===== src/rtl/jnc_pkg.sv =====
`timescale 1ns / 1ps

package jnc_pkg;

   // Stack geometry
   localparam int STACK_DEPTH = 32;
   localparam int DEPTH_W     = $clog2(STACK_DEPTH + 1);
   localparam int LIM_W       = (DEPTH_W > 6) ? DEPTH_W : 6;

   // Field and register widths
   localparam int BYTE_W      = 8;
   localparam int COUNT_W     = 21;
   localparam int MAXD_W      = 6;
   localparam int OPEN_W      = 6;
   localparam int CSR_DATA_W  = 21;
   localparam int CSR_INDEX_W = 1;

   localparam logic [COUNT_W-1:0] COUNT_MAX     = {COUNT_W{1'b1}};
   localparam logic [COUNT_W-1:0] MAX_BYTES_RST = COUNT_W'(1024 * 1024);
   localparam logic [MAXD_W-1:0]  MAX_DEPTH_RST = MAXD_W'(32);

   // Delimiter bytes
   localparam logic [BYTE_W-1:0] CH_LBRACE = 8'h7B;
   localparam logic [BYTE_W-1:0] CH_LBRACK = 8'h5B;
   localparam logic [BYTE_W-1:0] CH_RBRACE = 8'h7D;
   localparam logic [BYTE_W-1:0] CH_RBRACK = 8'h5D;
   localparam logic [BYTE_W-1:0] CH_QUOTE  = 8'h22;
   localparam logic [BYTE_W-1:0] CH_BSLASH = 8'h5C;

   // Container kinds held in the stack cells
   localparam logic KIND_BRACE = 1'b0;
   localparam logic KIND_BRACK = 1'b1;

   // Register indexes
   localparam logic [CSR_INDEX_W-1:0] CSR_MAX_BYTES = 1'b0;
   localparam logic [CSR_INDEX_W-1:0] CSR_MAX_DEPTH = 1'b1;

   typedef enum logic [1:0] {
      ERR_NONE     = 2'd0,
      ERR_DEEP     = 2'd1,
      ERR_MISMATCH = 2'd2
   } err_type;

   typedef enum logic [2:0] {
      VERDICT_OK       = 3'd0,
      VERDICT_TOO_BIG  = 3'd1,
      VERDICT_TOO_DEEP = 3'd2,
      VERDICT_MISMATCH = 3'd3,
      VERDICT_UNTERM   = 3'd4
   } verdict_type;

   // Shift command sent along the cell row
   typedef struct packed {
      logic push;
      logic pop;
      logic kind;
   } stack_op_type;

   // One result item
   typedef struct packed {
      logic                  done_res;
      verdict_type           verdict;
      logic                  error_seen;
      logic [OPEN_W-1:0]     open_count;
   } result_type;

endpackage


===== src/rtl/jnc_if.sv =====
`timescale 1ns / 1ps

// Input byte channel
interface jnc_req_if;
   logic                       valid;
   logic                       ready;
   logic [jnc_pkg::BYTE_W-1:0] data_byte;
   logic                       last_byte;

   modport source (output valid, output data_byte, output last_byte, input ready);
   modport sink   (input valid, input data_byte, input last_byte, output ready);
endinterface

// Result channel
interface jnc_rsp_if;
   logic                       valid;
   logic                       ready;
   logic                       done_res;
   logic [2:0]                 verdict;
   logic                       error_seen;
   logic [jnc_pkg::OPEN_W-1:0] open_count;

   modport source (output valid, output done_res, output verdict, output error_seen,
                   output open_count, input ready);
   modport sink   (input valid, input done_res, input verdict, input error_seen,
                   input open_count, output ready);
endinterface


===== src/rtl/jnc_cell.sv =====
`timescale 1ns / 1ps

// One stack level: takes the kind from the level above on a push and from
// the level below on a pop.
module jnc_cell (
   input  logic                  clock,
   input  jnc_pkg::stack_op_type op,
   input  logic                  from_upper,
   input  logic                  from_lower,
   output logic                  kind
);

   logic kind_ff;
   logic kind_in;

   always_comb begin
      kind_in = kind_ff;
      if (op.push) begin
         kind_in = from_upper;
      end else if (op.pop) begin
         kind_in = from_lower;
      end
   end

   always_ff @(posedge clock) begin
      kind_ff <= kind_in;
   end

   assign kind = kind_ff;

endmodule


===== src/rtl/jnc_ctrl.sv =====
`timescale 1ns / 1ps

// Per-document scan state: string/escape flags, depth, byte count and the
// first structural error. Drives the cell row and forms each result item.
module jnc_ctrl (
   input  logic                          clock,
   input  logic                          reset,
   input  logic                          accept,
   input  logic [jnc_pkg::BYTE_W-1:0]    data_byte,
   input  logic                          last_byte,
   input  logic [jnc_pkg::COUNT_W-1:0]   max_bytes,
   input  logic [jnc_pkg::MAXD_W-1:0]    max_depth,
   input  logic                          top_kind,
   output jnc_pkg::stack_op_type         op,
   output jnc_pkg::result_type           result
);

   logic                          in_string_ff, in_string_in;
   logic                          escape_ff, escape_in;
   logic [jnc_pkg::DEPTH_W-1:0]   depth_ff, depth_in;
   logic [jnc_pkg::COUNT_W-1:0]   count_ff, count_in;
   jnc_pkg::err_type              err_ff, err_in;

   logic [jnc_pkg::LIM_W-1:0]     limit;
   logic [jnc_pkg::DEPTH_W-1:0]   depth_scan;
   logic                          in_string_scan;
   logic                          escape_scan;
   jnc_pkg::err_type              err_scan;
   logic [jnc_pkg::COUNT_W-1:0]   count_step;
   logic                          is_open;
   logic                          is_close;
   logic                          want_kind;

   // Depth limit clamped to the stack size
   always_comb begin
      if (jnc_pkg::LIM_W'(max_depth) > jnc_pkg::LIM_W'(jnc_pkg::STACK_DEPTH)) begin
         limit = jnc_pkg::LIM_W'(jnc_pkg::STACK_DEPTH);
      end else begin
         limit = jnc_pkg::LIM_W'(max_depth);
      end
   end

   assign is_open   = (data_byte == jnc_pkg::CH_LBRACE) || (data_byte == jnc_pkg::CH_LBRACK);
   assign is_close  = (data_byte == jnc_pkg::CH_RBRACE) || (data_byte == jnc_pkg::CH_RBRACK);
   assign want_kind = (data_byte == jnc_pkg::CH_RBRACK) ? jnc_pkg::KIND_BRACK
                                                        : jnc_pkg::KIND_BRACE;

   // Byte scan; frozen once an error is latched
   always_comb begin
      in_string_scan = in_string_ff;
      escape_scan    = escape_ff;
      depth_scan     = depth_ff;
      err_scan       = err_ff;
      op             = '0;
      op.kind        = (data_byte == jnc_pkg::CH_LBRACK) ? jnc_pkg::KIND_BRACK
                                                         : jnc_pkg::KIND_BRACE;
      if (err_ff == jnc_pkg::ERR_NONE) begin
         if (in_string_ff) begin
            if (escape_ff) begin
               escape_scan = 1'b0;
            end else if (data_byte == jnc_pkg::CH_BSLASH) begin
               escape_scan = 1'b1;
            end else if (data_byte == jnc_pkg::CH_QUOTE) begin
               in_string_scan = 1'b0;
            end
         end else if (data_byte == jnc_pkg::CH_QUOTE) begin
            in_string_scan = 1'b1;
         end else if (is_open) begin
            if (jnc_pkg::LIM_W'(depth_ff) >= limit) begin
               err_scan = jnc_pkg::ERR_DEEP;
            end else begin
               depth_scan = depth_ff + 1'b1;
               op.push    = accept;
            end
         end else if (is_close) begin
            if ((depth_ff == '0) || (top_kind != want_kind)) begin
               err_scan = jnc_pkg::ERR_MISMATCH;
            end else begin
               depth_scan = depth_ff - 1'b1;
               op.pop     = accept;
            end
         end
      end
   end

   assign count_step = (count_ff == jnc_pkg::COUNT_MAX) ? count_ff : count_ff + 1'b1;

   // Result item for this byte
   always_comb begin
      result.done_res   = last_byte;
      result.error_seen = (err_scan != jnc_pkg::ERR_NONE);
      result.open_count = jnc_pkg::OPEN_W'(depth_scan);
      result.verdict    = jnc_pkg::VERDICT_OK;
      if (last_byte) begin
         if (count_step > max_bytes) begin
            result.verdict = jnc_pkg::VERDICT_TOO_BIG;
         end else if (err_scan == jnc_pkg::ERR_DEEP) begin
            result.verdict = jnc_pkg::VERDICT_TOO_DEEP;
         end else if (err_scan == jnc_pkg::ERR_MISMATCH) begin
            result.verdict = jnc_pkg::VERDICT_MISMATCH;
         end else if (in_string_scan || (depth_scan != '0)) begin
            result.verdict = jnc_pkg::VERDICT_UNTERM;
         end
      end
   end

   // Next state: document clears after its last byte
   always_comb begin
      in_string_in = in_string_ff;
      escape_in    = escape_ff;
      depth_in     = depth_ff;
      count_in     = count_ff;
      err_in       = err_ff;
      if (accept) begin
         if (last_byte) begin
            in_string_in = 1'b0;
            escape_in    = 1'b0;
            depth_in     = '0;
            count_in     = '0;
            err_in       = jnc_pkg::ERR_NONE;
         end else begin
            in_string_in = in_string_scan;
            escape_in    = escape_scan;
            depth_in     = depth_scan;
            count_in     = count_step;
            err_in       = err_scan;
         end
      end
   end

   always_ff @(posedge clock) begin
      if (reset) begin
         in_string_ff <= 1'b0;
         escape_ff    <= 1'b0;
         depth_ff     <= '0;
         count_ff     <= '0;
         err_ff       <= jnc_pkg::ERR_NONE;
      end else begin
         in_string_ff <= in_string_in;
         escape_ff    <= escape_in;
         depth_ff     <= depth_in;
         count_ff     <= count_in;
         err_ff       <= err_in;
      end
   end

endmodule


===== src/rtl/json_nesting_checker_unit.sv =====
`timescale 1ns / 1ps

// JSON nesting checker.
// req_chan carries one document byte per item, with last_byte set on the
// final byte of a document. rsp_chan returns exactly one item per byte:
// the open container count and error flag after that byte, and on the
// last byte the document verdict (ok, too large, too deep, mismatched
// delimiter, unterminated). Quoted bytes and escapes are skipped.
// The result item appears in the output register on the cycle after its
// byte is accepted. Throughput is one byte per cycle while the receiver
// takes results, set by the update of the scan state and the top stack cell;
// the stack is a row of cells that shift down on a push and up on a pop.
// req_chan.ready stays high while the output register is empty or being
// taken; if the receiver stalls, one result is held and input stops until
// it is taken. csr_write_enable writes max_bytes (index 0) or max_depth
// (index 1); write only while idle.
// Reset (synchronous) clears the document state and the output register and
// restores max_bytes to 1048576 and max_depth to 32.
module json_nesting_checker_unit (
   input  logic                              clock,
   input  logic                              reset,
   jnc_req_if.sink                           req_chan,
   jnc_rsp_if.source                         rsp_chan,
   input  logic                              csr_write_enable,
   input  logic [jnc_pkg::CSR_INDEX_W-1:0]   csr_index,
   input  logic [jnc_pkg::CSR_DATA_W-1:0]    csr_write_data
);

   logic [jnc_pkg::COUNT_W-1:0] max_bytes_ff;
   logic [jnc_pkg::MAXD_W-1:0]  max_depth_ff;
   logic                        out_valid_ff, out_valid_in;
   jnc_pkg::result_type         out_data_ff;
   jnc_pkg::result_type         result;
   jnc_pkg::stack_op_type       op;
   logic                        accept;
   logic [jnc_pkg::STACK_DEPTH-1:0] kinds;

   // Configuration registers
   always_ff @(posedge clock) begin
      if (reset) begin
         max_bytes_ff <= jnc_pkg::MAX_BYTES_RST;
         max_depth_ff <= jnc_pkg::MAX_DEPTH_RST;
      end else if (csr_write_enable) begin
         unique case (csr_index)
            jnc_pkg::CSR_MAX_BYTES: max_bytes_ff <= csr_write_data[jnc_pkg::COUNT_W-1:0];
            jnc_pkg::CSR_MAX_DEPTH: max_depth_ff <= csr_write_data[jnc_pkg::MAXD_W-1:0];
            default: ;
         endcase
      end
   end

   assign req_chan.ready = !out_valid_ff || rsp_chan.ready;
   assign accept         = req_chan.valid && req_chan.ready;

   jnc_ctrl u_ctrl (
      .clock     (clock),
      .reset     (reset),
      .accept    (accept),
      .data_byte (req_chan.data_byte),
      .last_byte (req_chan.last_byte),
      .max_bytes (max_bytes_ff),
      .max_depth (max_depth_ff),
      .top_kind  (kinds[0]),
      .op        (op),
      .result    (result)
   );

   // Stack cells: cell 0 is the top of stack
   for (genvar i = 0; i < jnc_pkg::STACK_DEPTH; i++) begin : g_cell
      logic upper;
      logic lower;
      if (i == 0) begin : g_top
         assign upper = op.kind;
      end else begin : g_mid
         assign upper = kinds[i-1];
      end
      if (i == jnc_pkg::STACK_DEPTH - 1) begin : g_bot
         assign lower = jnc_pkg::KIND_BRACE;
      end else begin : g_up
         assign lower = kinds[i+1];
      end
      jnc_cell u_cell (
         .clock      (clock),
         .op         (op),
         .from_upper (upper),
         .from_lower (lower),
         .kind       (kinds[i])
      );
   end

   // Output register
   always_comb begin
      out_valid_in = out_valid_ff;
      if (accept) begin
         out_valid_in = 1'b1;
      end else if (rsp_chan.ready) begin
         out_valid_in = 1'b0;
      end
   end

   always_ff @(posedge clock) begin
      if (reset) begin
         out_valid_ff <= 1'b0;
      end else begin
         out_valid_ff <= out_valid_in;
      end
   end

   always_ff @(posedge clock) begin
      if (accept) begin
         out_data_ff <= result;
      end
   end

   assign rsp_chan.valid      = out_valid_ff;
   assign rsp_chan.done_res   = out_data_ff.done_res;
   assign rsp_chan.verdict    = out_data_ff.verdict;
   assign rsp_chan.error_seen = out_data_ff.error_seen;
   assign rsp_chan.open_count = out_data_ff.open_count;

endmodule


===== src/flat_wrapper.sv =====
// flat-port wrapper written by rule: the top's interface ports become plain ports
module json_nesting_checker_unit_flat 
  (clock, reset, csr_write_enable, csr_index, csr_write_data, req_chan_valid, req_chan_data_byte, req_chan_last_byte, req_chan_ready, rsp_chan_valid, rsp_chan_done_res, rsp_chan_verdict, rsp_chan_error_seen, rsp_chan_open_count, rsp_chan_ready);
  jnc_req_if req_chan_i ();
  jnc_rsp_if rsp_chan_i ();
  input  logic clock;
  input  logic reset;
  input  logic csr_write_enable;
  input  logic [jnc_pkg::CSR_INDEX_W-1:0] csr_index;
  input  logic [jnc_pkg::CSR_DATA_W-1:0] csr_write_data;
  input wire logic [$bits(req_chan_i.valid)-1:0] req_chan_valid;
  input wire logic [$bits(req_chan_i.data_byte)-1:0] req_chan_data_byte;
  input wire logic [$bits(req_chan_i.last_byte)-1:0] req_chan_last_byte;
  output wire logic [$bits(req_chan_i.ready)-1:0] req_chan_ready;
  output wire logic [$bits(rsp_chan_i.valid)-1:0] rsp_chan_valid;
  output wire logic [$bits(rsp_chan_i.done_res)-1:0] rsp_chan_done_res;
  output wire logic [$bits(rsp_chan_i.verdict)-1:0] rsp_chan_verdict;
  output wire logic [$bits(rsp_chan_i.error_seen)-1:0] rsp_chan_error_seen;
  output wire logic [$bits(rsp_chan_i.open_count)-1:0] rsp_chan_open_count;
  input wire logic [$bits(rsp_chan_i.ready)-1:0] rsp_chan_ready;
  assign req_chan_i.valid = req_chan_valid;
  assign req_chan_i.data_byte = req_chan_data_byte;
  assign req_chan_i.last_byte = req_chan_last_byte;
  assign req_chan_ready = req_chan_i.ready;
  assign rsp_chan_valid = rsp_chan_i.valid;
  assign rsp_chan_done_res = rsp_chan_i.done_res;
  assign rsp_chan_verdict = rsp_chan_i.verdict;
  assign rsp_chan_error_seen = rsp_chan_i.error_seen;
  assign rsp_chan_open_count = rsp_chan_i.open_count;
  assign rsp_chan_i.ready = rsp_chan_ready;
  json_nesting_checker_unit u_core (.clock(clock), .reset(reset), .req_chan(req_chan_i), .rsp_chan(rsp_chan_i), .csr_write_enable(csr_write_enable), .csr_index(csr_index), .csr_write_data(csr_write_data));
endmodule

===== config.mk =====
export PLATFORM = sky130hd
export DESIGN_NAME = json_nesting_checker_unit_flat
export DESIGN_NICKNAME = d
export VERILOG_FILES = /design/src/rtl/jnc_pkg.sv /design/src/rtl/jnc_if.sv /design/src/rtl/jnc_cell.sv /design/src/rtl/jnc_ctrl.sv /design/src/rtl/json_nesting_checker_unit.sv /design/src/flat_wrapper.sv
export SDC_FILE = /design/constraint.sdc
export NUM_CORES = 1
export LEC_CHECK = 0
export BUFFER_PORTS_ARGS = -buffer_cell sky130_fd_sc_hd__clkbuf_2
export CORE_AREA = 5 5 85 147
export CTS_BUF_LIST = sky130_fd_sc_hd__clkbuf_4 sky130_fd_sc_hd__clkbuf_8
export DETAILED_ROUTE_END_ITERATION = 10
export DIE_AREA = 0 0 90 152
export PLACE_DENSITY = 0.7
export RECOVER_POWER = 25
export SLEW_MARGIN = 20
export SYNTH_ARGS = -nofsm -noshare
export SYNTH_HDL_FRONTEND = slang
export SYNTH_SLANG_ARGS = --single-unit

===== constraint.sdc =====
create_clock -name clock -period 5.3 [get_ports clock]
set_input_delay 1.06 -clock clock [delete_from_list [all_inputs] [get_ports clock]]
set_output_delay 1.06 -clock clock [all_outputs]
set_load 0.005 [all_outputs]

==> flow_summary.toml, run 1 <==
[timing]
fin_worst_hold_slack_ns = 0.460
post-route-min-period_ns = 4.12
skew_ns = 0.0117
hold_violations = 0
fin_crit_sh_pct = 77.7
rsz0062_at_grt = "false"
setup_slack_ns = 1.18
timing.final.max_slew_violations = 40
report.final.setup_viol = 0
actual_transition_at_the_worst_max_transition_pin_ns = 1.82
final.setup.tns_ns = 0
fmaxAchievable_mhz = 243
relSlewSlack_pct = -21.6

[setup_path]
worstPathMaxFanout = 8
rrSetupSlack_ns = 1.18
critical_path.cell_chain = "nand3_1 -> or3_4 -> or4_1 -> nand2_2 -> nor3_1 -> xor2_1 -> ha_1 -> a21o_1 -> a21o_1 -> a21oi_1 -> o211ai_1 -> o211ai_1 -> nand2_1 -> a2111oi_2"
end_point_of_the_critical_path = "u_core.rsp_chan.verdict[2]$_SDFFCE_PP0P_"
start_kind = "flip-flop"
regToRegEndpoint = "u_core.rsp_chan.verdict[2]$_SDFFCE_PP0P_"
slowest_delay_ns = 0.66
critical_path.endpoint_type = "flip-flop"
critical_path_class = "flip-flop to flip-flop"
worst_setup_path_startpoint = "u_core.u_ctrl.count_ff[9]$_SDFFE_PP0P_"
worst_flop_to_flop_path_startpoint = "u_core.u_ctrl.count_ff[9]$_SDFFE_PP0P_"
cp_data_required_time_ns = 5.48
worst-r2r-cell-count = 14
timing.critical_path.slowest_stage_cell = "or4_1"
arrival_ns = 4.30

[yosys]
syn_nets = 743
yosys_warnings = 0
ys_dominant_reg_cell = "dfxtp_1"
yosys.area.top_type = "edfxtp_1"
post_synth_num_cell_types = 63
synth_area_leaders = "edfxtp_1 23%, dfxtp_1 21%, nand2_1 12%, ha_1 7.5%, a21oi_1 5.5%"
synth_top_area_share_pct = 22.7
synth_seq_cells = 102
synth_area_um2 = 5680
synthCells = 673
synth_enable_flop_cells = 43
synth_sequential_area_ratio_pct = 43.6
async_set_or_reset_flop_fraction_in_the_synthesized_netlist_pct = 0
synth_area_per_cell_um2 = 8.43

[hold_path]
min_from = "u_core.max_bytes_ff[7]$_SDFFE_PP0P_"
min_path_type = "flip-flop to flip-flop"

[power]
leakagePower_nw = 2.52
irDropWorstVdd_mv = 0.151
power-per-cell-area_nw_per_um2 = 230
post-layout-total-power_mw = 1.42

[cells_and_area]
stdcell_area_um2 = 6160
seqCellArea_um2 = 2470
multiInputGateArea_um2 = 2930
layout.cells.most_common_list = "174 x nand2_1, 62 x a21oi_1, 59 x dfxtp_1, 43 x edfxtp_1, 37 x inv_1"
final_core_util_pct = 54.7
commonest_non_fill_non_tap_cell_in_the_layout = "nand2_1"
fillerInstances = 1068
final_nets = 775
final_standard_cell_count_with_taps_included_and_fillers_excluded = 845
fraction_of_final_layout_cells_sized_beyond_drive_strength_1_pct = 10.6
layout-area-overhead-vs-synth_pct = 8.55
antenna_cells = 0

[die]
die-area_um2 = 13700
placement_rows = 52
io_pins = 49
initial_utilization_pct = 50.4
chipHeight_um = 152
die_width_um = 90
placeableCoreArea_um2 = 11300

[routing]
totalWireLength_mm = 13.1
vias_per_cell = 5.65
ant_nets = 0
routed-via-count = 4774
drt_iter0_markers = 236
detailedRoute.firstPassIterationCount = 5
drc = 0
wire_per_inst_um = 15.5

[placed_design]
detailed_placer_s_ending_hpwl_mm = 9.78
routabilityCongestion = 0.914
dp_worst_setup_slack_ns = 1.24
post-place-cells = 829
buffer_ports.inserted = 48
detailed_place.area_um2 = 6000

[clock_network]
clock_tree.buffer_depth = 2
tritoncts = "built"
clk_pin_slew_worst_paths_ns = 0.11
cts_made_buffers = 9
cts.sinks = 102
insertion_delay_ns = 0.37
cts_hold_buf = 0
htreeDepth = 3
resized_cells_post_cts = 0
post-cts-setup-buffers = 0
clockRootBuffer = "clkbuf_8"

[run_status]
violations_in_the_final_reports = "capacitance limit, slew limit"
result_of_the_run = "finished, violations left"

[global_routing]
grt_pass1_wl_mm = 21.9
globalRouteOverflowTotal = 0
grt_max_degree = 40
grt_pass1_vias = 4800
initial_antenna_violation_count = 0
track_usage_pct = 19.1

[job]
max-cap-violations = 1
## critical path: cells and delay by family (launching register included)
family,cells,cell delay (ns)
compound gates,6,1.26
xor+xnor,1,0.16
fa+ha+maj,1,0.31
flops,1,0.46
simple gates,6,1.71
## cell families after synthesis
logic type / share of synthesized area (%)
AOI/OAI and AO/OA: 14.9
xor gates and xnor gates: 3.99
adders and majority gates: 7.49
buffers and inverters: 4.94
DFF: 43.6
muxes: 0.375
and+or+nand+nor: 24.7
## power breakdown
part	switching, mW	internal [mW]	total (mW)
combinational	0.0705	0.0396	0.110
sequential	0.00703	0.828	0.835
clock	0.292	0.178	0.470
## synthesized netlist by cell type (4+ instances only)
| master | number |
|---|---|
| buf_2 | 5 |
| dfxtp_1 | 59 |
| a21oi_1 | 62 |
| nor3_1 | 17 |
| a31oi_1 | 7 |
| nor2b_1 | 5 |
| nand4_1 | 10 |
| o21ai_0 | 21 |
| edfxtp_1 | 43 |
| xnor2_1 | 12 |
| clkbuf_1 | 28 |
| nor4_1 | 4 |
| nand2_1 | 174 |
| a22oi_1 | 6 |
| a21o_1 | 12 |
| nand2b_1 | 4 |
| inv_1 | 37 |
| nor2_1 | 30 |
| nand3_1 | 23 |
| ha_1 | 34 |
| xor2_1 | 12 |
| or3_1 | 7 |
## registers in the layout (all words and copies together) (netlist names)
name / cells
u_core.rsp_chan.verdict: 3
u_core.max_bytes_ff: 21
u_core.max_depth_ff: 6
u_core.u_ctrl.escape_ff: 1
u_core.g_cell.u_cell.kind: 32
u_core.u_ctrl.count_ff: 21
u_core.u_ctrl.depth_ff: 6
u_core.rsp_chan.error_seen: 1
u_core.rsp_chan.done_res: 1
u_core.u_ctrl.err_ff: 2
u_core.rsp_chan.open_count: 6
u_core.u_ctrl.in_string_ff: 1
u_core.rsp_chan.valid: 1
## layout make-up
cell class,count,share of cell area [%]
Clock inverter,7,0.893
Tap cell,135,2.74
Clock buffer,9,2.01
Inverter,37,2.25
Timing Repair Buffer,55,4.45
Multi-Input combinational cell,500,47.5
Sequential cell,102,40.1
## per-layer routing
metal	vias to the layer above	global-route usage (%)	wire length [um]
met2	99	35.5	7030
met1	2244	20.6	5200
met4	0	9.51	477
met5	-	0	0
li1	2399	-	-
met3	32	2.92	403
## worst min path at each step
stage	cells after the start	end	slack (ns)
finish	2	u_core.max_bytes_ff[7]$_SDFFE_PP0P_	0.46
global route	2	u_core.max_bytes_ff[7]$_SDFFE_PP0P_	0.48
CTS	2	u_core.max_depth_ff[0]$_SDFFE_PP0P_	0.46
detailed placement	2	u_core.max_depth_ff[0]$_SDFFE_PP0P_	0.45
global placement	2	u_core.max_bytes_ff[12]$_SDFFE_PP0P_	0.44
floorplan	2	u_core.max_depth_ff[0]$_SDFFE_PP0P_	0.43
(Power assumes the default switching activity.)
==> run 2: changes to the inputs <==
- ABC_AREA: not set -> 1
- CORE_AREA: 5 5 85 147 -> 5 5 86 147
- DIE_AREA: 0 0 90 152 -> 0 0 91 152
- PLACE_DENSITY: 0.7 -> 0.72
- clock period: 5.3 -> 3.6 ns (I/O delays scaled with it)
==> run 2 against run 1 <==
The flow still finishes with violations (capacitance limit, slew limit). Die area grew 1.1%. First-iteration DRC count shrank 31%. Largest power group unchanged. Sequential share of layout area shrank 0.67 points. Synthesized cell count grew 1.5%. Largest cell class unchanged. Final cell count grew 2.7%. Combinational power grew 51%. Global-route usage grew 0.086 points. Cell area grew 1.7%. Critical endpoint unchanged. Critical path type unchanged. Synthesized area grew 0.60%. Count of clock-buffer cells in the layout grew 1.
==> flow_summary.toml, run 2 <==
[setup_path]
start_kind = "flip-flop"
timing.critical_path.slowest_stage_cell = "dfxtp_1"
worst_setup_path_startpoint = "u_core.u_ctrl.count_ff[0]$_SDFFE_PP0P_"
critical_path.cell_chain = "ha_1 -> nand3_2 -> nor2_4 -> nand4_4 -> nor3_4 -> inv_4 -> o21ai_0 -> inv_1 -> ha_1 -> nand2_1 -> inv_1 -> nand3_1 -> o221ai_1 -> nand4_1 -> nand3_1 -> nand2_1 -> nand3_1 -> a21oi_1"
cpLargestDelayFamily = "simple AND/OR/NAND/NOR gates"
worstPathMaxFanout = 19
worst_flop_to_flop_path_startpoint = "u_core.u_ctrl.count_ff[0]$_SDFFE_PP0P_"
critical_path_class = "flip-flop to flip-flop"
worst-path-buf-inv = 3
cp_common_cell = "nand3_1"
slowest_delay_ns = 0.40
critical_path.endpoint_type = "flip-flop"
cp_data_required_time_ns = 3.73
arrival_ns = 3.17

[die]
chipHeight_um = 152
die-area_um2 = 13800
placeableCoreArea_um2 = 11400
placement_rows = 52
die_width_um = 91
io_pins = 49
initial_utilization_pct = 50.2

[cells_and_area]
fillerInstances = 1045
layout-area-overhead-vs-synth_pct = 9.75
final_nets = 798
fraction_of_final_layout_cells_sized_beyond_drive_strength_1_pct = 16.2
stdcell_area_um2 = 6270
antenna_cells = 0
largest_register_ff_count = 32
final_core_util_pct = 55.0
commonest_non_fill_non_tap_cell_in_the_layout = "nand2_1"
final_standard_cell_count_with_taps_included_and_fillers_excluded = 868
layout.cells.most_common_list = "162 x nand2_1, 87 x inv_1, 59 x dfxtp_1, 57 x a21oi_1, 50 x nor2_1"

[routing]
wire_per_inst_um = 15.5
drc = 0
routed-via-count = 4587
ant_nets = 0
vias_per_cell = 5.28
detailedRoute.firstPassIterationCount = 4
drt_iter0_markers = 163
totalWireLength_mm = 13.4

[placed_design]
routabilityCongestion = 0.908
detailed_placer_s_ending_hpwl_mm = 10.4
buffer_ports.inserted = 48
detailed_place.area_um2 = 6080
dp_worst_setup_slack_ns = 0.558
post-place-cells = 852

[run_status]
violations_in_the_final_reports = "capacitance limit, slew limit"
result_of_the_run = "finished, violations left"

[global_routing]
track_usage_pct = 19.2
initial_antenna_violation_count = 0
grt_pass1_wl_mm = 21.4
grt_max_degree = 40
grt_pass1_vias = 4598
globalRouteOverflowTotal = 0

[timing]
rsz0062_at_grt = "false"
fmaxAchievable_mhz = 329
timing.final.max_slew_violations = 33
skew_ns = 0.0140
relSlewSlack_pct = -3.04
fin_crit_sh_pct = 84.4
final.setup.tns_ns = 0
fin_worst_hold_slack_ns = 0.475
actual_transition_at_the_worst_max_transition_pin_ns = 1.55
report.final.setup_viol = 0
hold_violations = 0
post-route-min-period_ns = 3.04
setup_slack_ns = 0.561

[power]
combPwrFrac_pct = 7.6
power_frac_seq_pct = 56.8
irDropWorstVdd_mv = 0.249
leakagePower_nw = 2.72
power-per-cell-area_nw_per_um2 = 348
switchingPower_mw = 0.552
pwr-share-clk_pct = 35.6
intPower_mw = 1.63
netSwitchingFraction_pct = 25.3
post-layout-total-power_mw = 2.18

[yosys]
async_set_or_reset_flop_fraction_in_the_synthesized_netlist_pct = 0
synth_area_leaders = "edfxtp_1 23%, dfxtp_1 21%, nand2_1 11%, ha_1 7.4%, inv_1 5.7%"
post_synth_and_or_nand_nor_area_fraction_pct = 22.3
synth_compound_gate_area_share_pct = 10.8
post_synth_mux_area_share_pct = 5.72
largest_family_of_logic_cells_by_synthesized_area = "simple AND/OR/NAND/NOR gates"
synth_seq_cells = 102
synthXorXnorAreaFrac_pct = 2.76
synthAdderAreaFrac_pct = 7.45
syn_nets = 753
ys_dominant_reg_cell = "dfxtp_1"
post_synth_num_cell_types = 42
yosys_warnings = 0
synth_area_per_cell_um2 = 8.36
synth.most_common_cell = "nand2_1"
yosys.area.top_type = "edfxtp_1"
yosys-top-cells-count = "162 x nand2_1, 87 x inv_1, 59 x dfxtp_1"
synthCells = 683
synth_sequential_area_ratio_pct = 43.3
synth_top_area_share_pct = 22.6
synth_area_um2 = 5710
synth_enable_flop_cells = 43

[clock_network]
clk_pin_slew_worst_paths_ns = 0.11
clockRootBuffer = "clkbuf_8"
resized_cells_post_cts = 0
cts.sinks = 102
cts_made_buffers = 9
cts_hold_buf = 0
tritoncts = "built"
clock_tree.buffer_depth = 2
post-cts-setup-buffers = 0
htreeDepth = 3
insertion_delay_ns = 0.39

[hold_path]
min_path_type = "flip-flop to flip-flop"
min_from = "u_core.max_bytes_ff[3]$_SDFFE_PP0P_"

[job]
max-cap-violations = 1
run 2: cell count changes after synthesis, moves of 8 or more:
cell,delta
a21o_1,-12
nor3_1,-11
mux2_2,+26
inv_1,+50
nand2_4,+8
clkbuf_1,-14
o21ai_0,+16
nand2_1,-12
nor2_1,+19
run 2: cells by family (layout without fill, tap and decap cells):
logic type,after synthesis,in the layout
xor gates and xnor gates,18,18
AOI/OAI and AO/OA,112,112
DFF,102,102
buffers and inverters,108,158
and+or+nand+nor,280,280
muxes,29,29
adders and majority gates,34,34
run 2: worst register-to-register path, delay by kind of cell (launching register included):
family,cells,cell delay [ns]
buffers and inverters,3,0.33
AO/OA/AOI/OAI,3,0.38
adder cells (fa/ha/maj),2,0.56
flip-flops,1,0.40
AND/OR/NAND/NOR,10,1.14
run 2: path summary, 6_finish.rpt:
path,end,slack (ns),cells past startpoint
worst min-delay path,u_core.max_bytes_ff[3]$_SDFFE_PP0P_,0.48,2
worst max register to register,u_core.rsp_chan.verdict[2]$_SDFFCE_PP0P_,0.56,18
worst max-delay path,u_core.rsp_chan.verdict[2]$_SDFFCE_PP0P_,0.56,18
worst min register to register,u_core.max_bytes_ff[3]$_SDFFE_PP0P_,0.48,2
run 2: layer usage:
metal	vias up	share of wire, %	track usage (%)
li1	2345	-	-
met1	2114	36	18.8
met2	89	55	35.8
met3	39	3.1	2.72
met4	0	6.5	13.4
met5	-	0	0
run 2: power groups by stage:
stage	combinational, mW	clock, mW	sequential, mW
6_report	0.166	0.776	1.24
5_1_grt	0.191	0.839	1.24
4_1_cts	0.170	0.796	1.24
3_5_place_dp	0.169	0	1.26
3_3_place_gp	0.164	0	1.26
2_1_floorplan	0.109	0	1.26
run 2: area by class of cell:
class	count	area, um^2	share of cell area (%)
inverter	89	337	5.37
multi-input combinational	473	2820	45.0
clock inverter	6	76.3	1.22
timing repair buffer	53	263	4.19
tap	135	169	2.70
sequential	102	2470	39.4
clock buffer	10	131	2.10
==> run 3: changes to the inputs <==
- PLACE_DENSITY: 0.72 -> 0.69
- clock period: 3.6 -> 3 ns (I/O delays scaled with it)
==> run 3 against run 2 <==
The run now ends clean. Global-route usage rose by 0.64 points. Critical path depth is 4 lower. Register-to-register slack worse by 0.32 ns. First-iteration DRC count shrank 0.61%. Combinational power up 23%. Sequential share of layout area shrank 0.58 points. Cell area is 1.7% higher. Hold slack got worse by 0.014 ns. Clock power is 20% higher. Non-clock buffer count rose by 8. Count of clock-buffer cells in the layout fell by 1. Critical endpoint unchanged.
==> flow_summary.toml, run 3 (synthesized netlist as in run 2, its figures left out) <==
[hold_path]
min_path_type = "primary input to flip-flop"
min_from = "csr_write_data[0]"
hold_end = "u_core.max_bytes_ff[0]$_SDFFE_PP0P_"
whs_path_depth = 3

[setup_path]
critical_path.endpoint_type = "flip-flop"
worst-r2r-cell-count = 14
critical_path_class = "flip-flop to flip-flop"
arrival_ns = 2.90
start_kind = "flip-flop"
worst_flop_to_flop_path_startpoint = "u_core.u_ctrl.count_ff[2]$_SDFFE_PP0P_"
cp_data_required_time_ns = 3.14
rrSetupSlack_ns = 0.24
worstPathMaxFanout = 6
regToRegEndpoint = "u_core.rsp_chan.verdict[2]$_SDFFCE_PP0P_"

[routing]
ant_nets = 0
wire_per_inst_um = 15.6
drc = 0
drt_iter0_markers = 162
vias_per_cell = 5.24
totalWireLength_mm = 13.7
routed-via-count = 4591
detailedRoute.firstPassIterationCount = 5

[timing]
timing.final.max_slew_violations = 0
fin_crit_sh_pct = 92.0
skew_ns = 0.0182
setup_slack_ns = 0.241
actual_transition_at_the_worst_max_transition_pin_ns = 1.46
report.final.setup_viol = 0
post-route-min-period_ns = 2.76
relSlewSlack_pct = 2.45
hold_violations = 0
fmaxAchievable_mhz = 362

[clock_network]
cts_made_buffers = 9
clock_tree.buffer_depth = 2
clockRootBuffer = "clkbuf_8"
insertion_delay_ns = 0.38
cts.sinks = 102
tritoncts = "built"
htreeDepth = 3
cts_hold_buf = 0
clk_pin_slew_worst_paths_ns = 0.11

[die]
io_pins = 49
initial_utilization_pct = 50.2
placement_rows = 52
die_width_um = 91
placeableCoreArea_um2 = 11400
die-area_um2 = 13800
chipHeight_um = 152

[power]
irDropWorstVdd_mv = 0.317
power-per-cell-area_nw_per_um2 = 411
leakagePower_nw = 2.76
post-layout-total-power_mw = 2.62

[cells_and_area]
final_nets = 806
antenna_cells = 0
commonest_non_fill_non_tap_cell_in_the_layout = "nand2_1"
fraction_of_final_layout_cells_sized_beyond_drive_strength_1_pct = 17.8
layout-area-overhead-vs-synth_pct = 11.7
largest_register_ff_count = 32
fillerInstances = 1072
layout.cells.most_common_list = "162 x nand2_1, 87 x inv_1, 57 x a21oi_1, 56 x dfxtp_1, 48 x nor2_1"

[job]
max-cap-violations = 0

[global_routing]
globalRouteOverflowTotal = 0
grt_max_degree = 40
grt_pass1_wl_mm = 22.1
initial_antenna_violation_count = 0
track_usage_pct = 19.9
grt_pass1_vias = 4574

[run_status]
result_of_the_run = "complete, no violations"

[placed_design]
dp_worst_setup_slack_ns = 0.125
detailed_placer_s_ending_hpwl_mm = 10.8
routabilityCongestion = 0.883
buffer_ports.inserted = 48
[run 3: changes by cell type in the layout (fill, tap and decap cells not counted), sizes merged]
cell,change
buf,+7
clkinv,+1
[run 3: worst max-delay path, stage by stage (launching register included)]
cell	delay, ns
dfxtp_1	0.46
nand2_1	0.14
nor2_1	0.15
nand2_1	0.11
nor4_1	0.42
xnor2_1	0.18
nand2_1	0.11
ha_1	0.30
nand3_1	0.09
nor2_2	0.15
nand4_1	0.11
nand3_1	0.09
nand2_1	0.09
nand3_1	0.08
a21oi_1	0.04
[run 3: power by group]
group | internal [mW] | switching (mW) | leakage (nW)
Combinational | 0.0695 | 0.136 | 1.77
Clock | 0.408 | 0.521 | 0.110
Sequential | 1.47 | 0.0152 | 0.880
Total | 1.95 | 0.672 | 2.76
[run 3: final cells by class]
type	instances	area (um^2)	share of cell area, %
clock inverters	7	87.6	1.37
well taps	135	169	2.65
repair buffers	61	328	5.14
inverters	89	337	5.28
flip-flops and latches	102	2480	38.9
multi-input cells	473	2850	44.7
clock buffers	9	124	1.94
[run 3: worst max-delay path by stage]
stage / from / end / slack [ns] / depth (start not counted)
floorplan: rsp_chan_ready / u_core.g_cell[0].u_cell.kind$_DFFE_PP_ / 0.22 / 5
global placement: u_core.u_ctrl.count_ff[1]$_SDFFE_PP0P_ / u_core.rsp_chan.verdict[2]$_SDFFCE_PP0P_ / 0.19 / 16
detailed placement: u_core.u_ctrl.count_ff[0]$_SDFFE_PP0P_ / u_core.rsp_chan.verdict[2]$_SDFFCE_PP0P_ / 0.13 / 18
CTS: u_core.u_ctrl.count_ff[0]$_SDFFE_PP0P_ / u_core.rsp_chan.verdict[2]$_SDFFCE_PP0P_ / 0.09 / 18
global route: u_core.u_ctrl.count_ff[10]$_SDFFE_PP0P_ / u_core.rsp_chan.verdict[2]$_SDFFCE_PP0P_ / -0.01 / 17
finish: u_core.u_ctrl.count_ff[2]$_SDFFE_PP0P_ / u_core.rsp_chan.verdict[2]$_SDFFCE_PP0P_ / 0.24 / 14
[run 3: what timing repair did]
| item | 4_1_cts | 5_1_grt |
|---|---|---|
| resized for setup | 0 | 11 |
| buffers inserted | 0 | 2 |
| setup endpoints to repair | 0 | 3 |
[run 3: per-layer routing]
metal  global-route usage [%]  routed length, um  vias to the layer above
met5                        0                  0                        -
met1                     19.3               4740                     2117
met2                     39.4               7990                       76
li1                         -                  -                     2363
met3                     2.67                319                       35
met4                     9.51                648                        0
[run 3: through the flow]
stage,instances,setup TNS [ns],util (%),hold WS [ns],instance area [um^2]
after floorplan,683,0,-,0.435,5730
after global placement,858,0,53.9,0.467,6130
after detailed placement,858,0,53.9,0.461,6130
after CTS,874,0,55.7,0.450,6350
after global routing,876,-0.0258,56.0,0.449,6380
final,876,0,56.0,0.461,6380
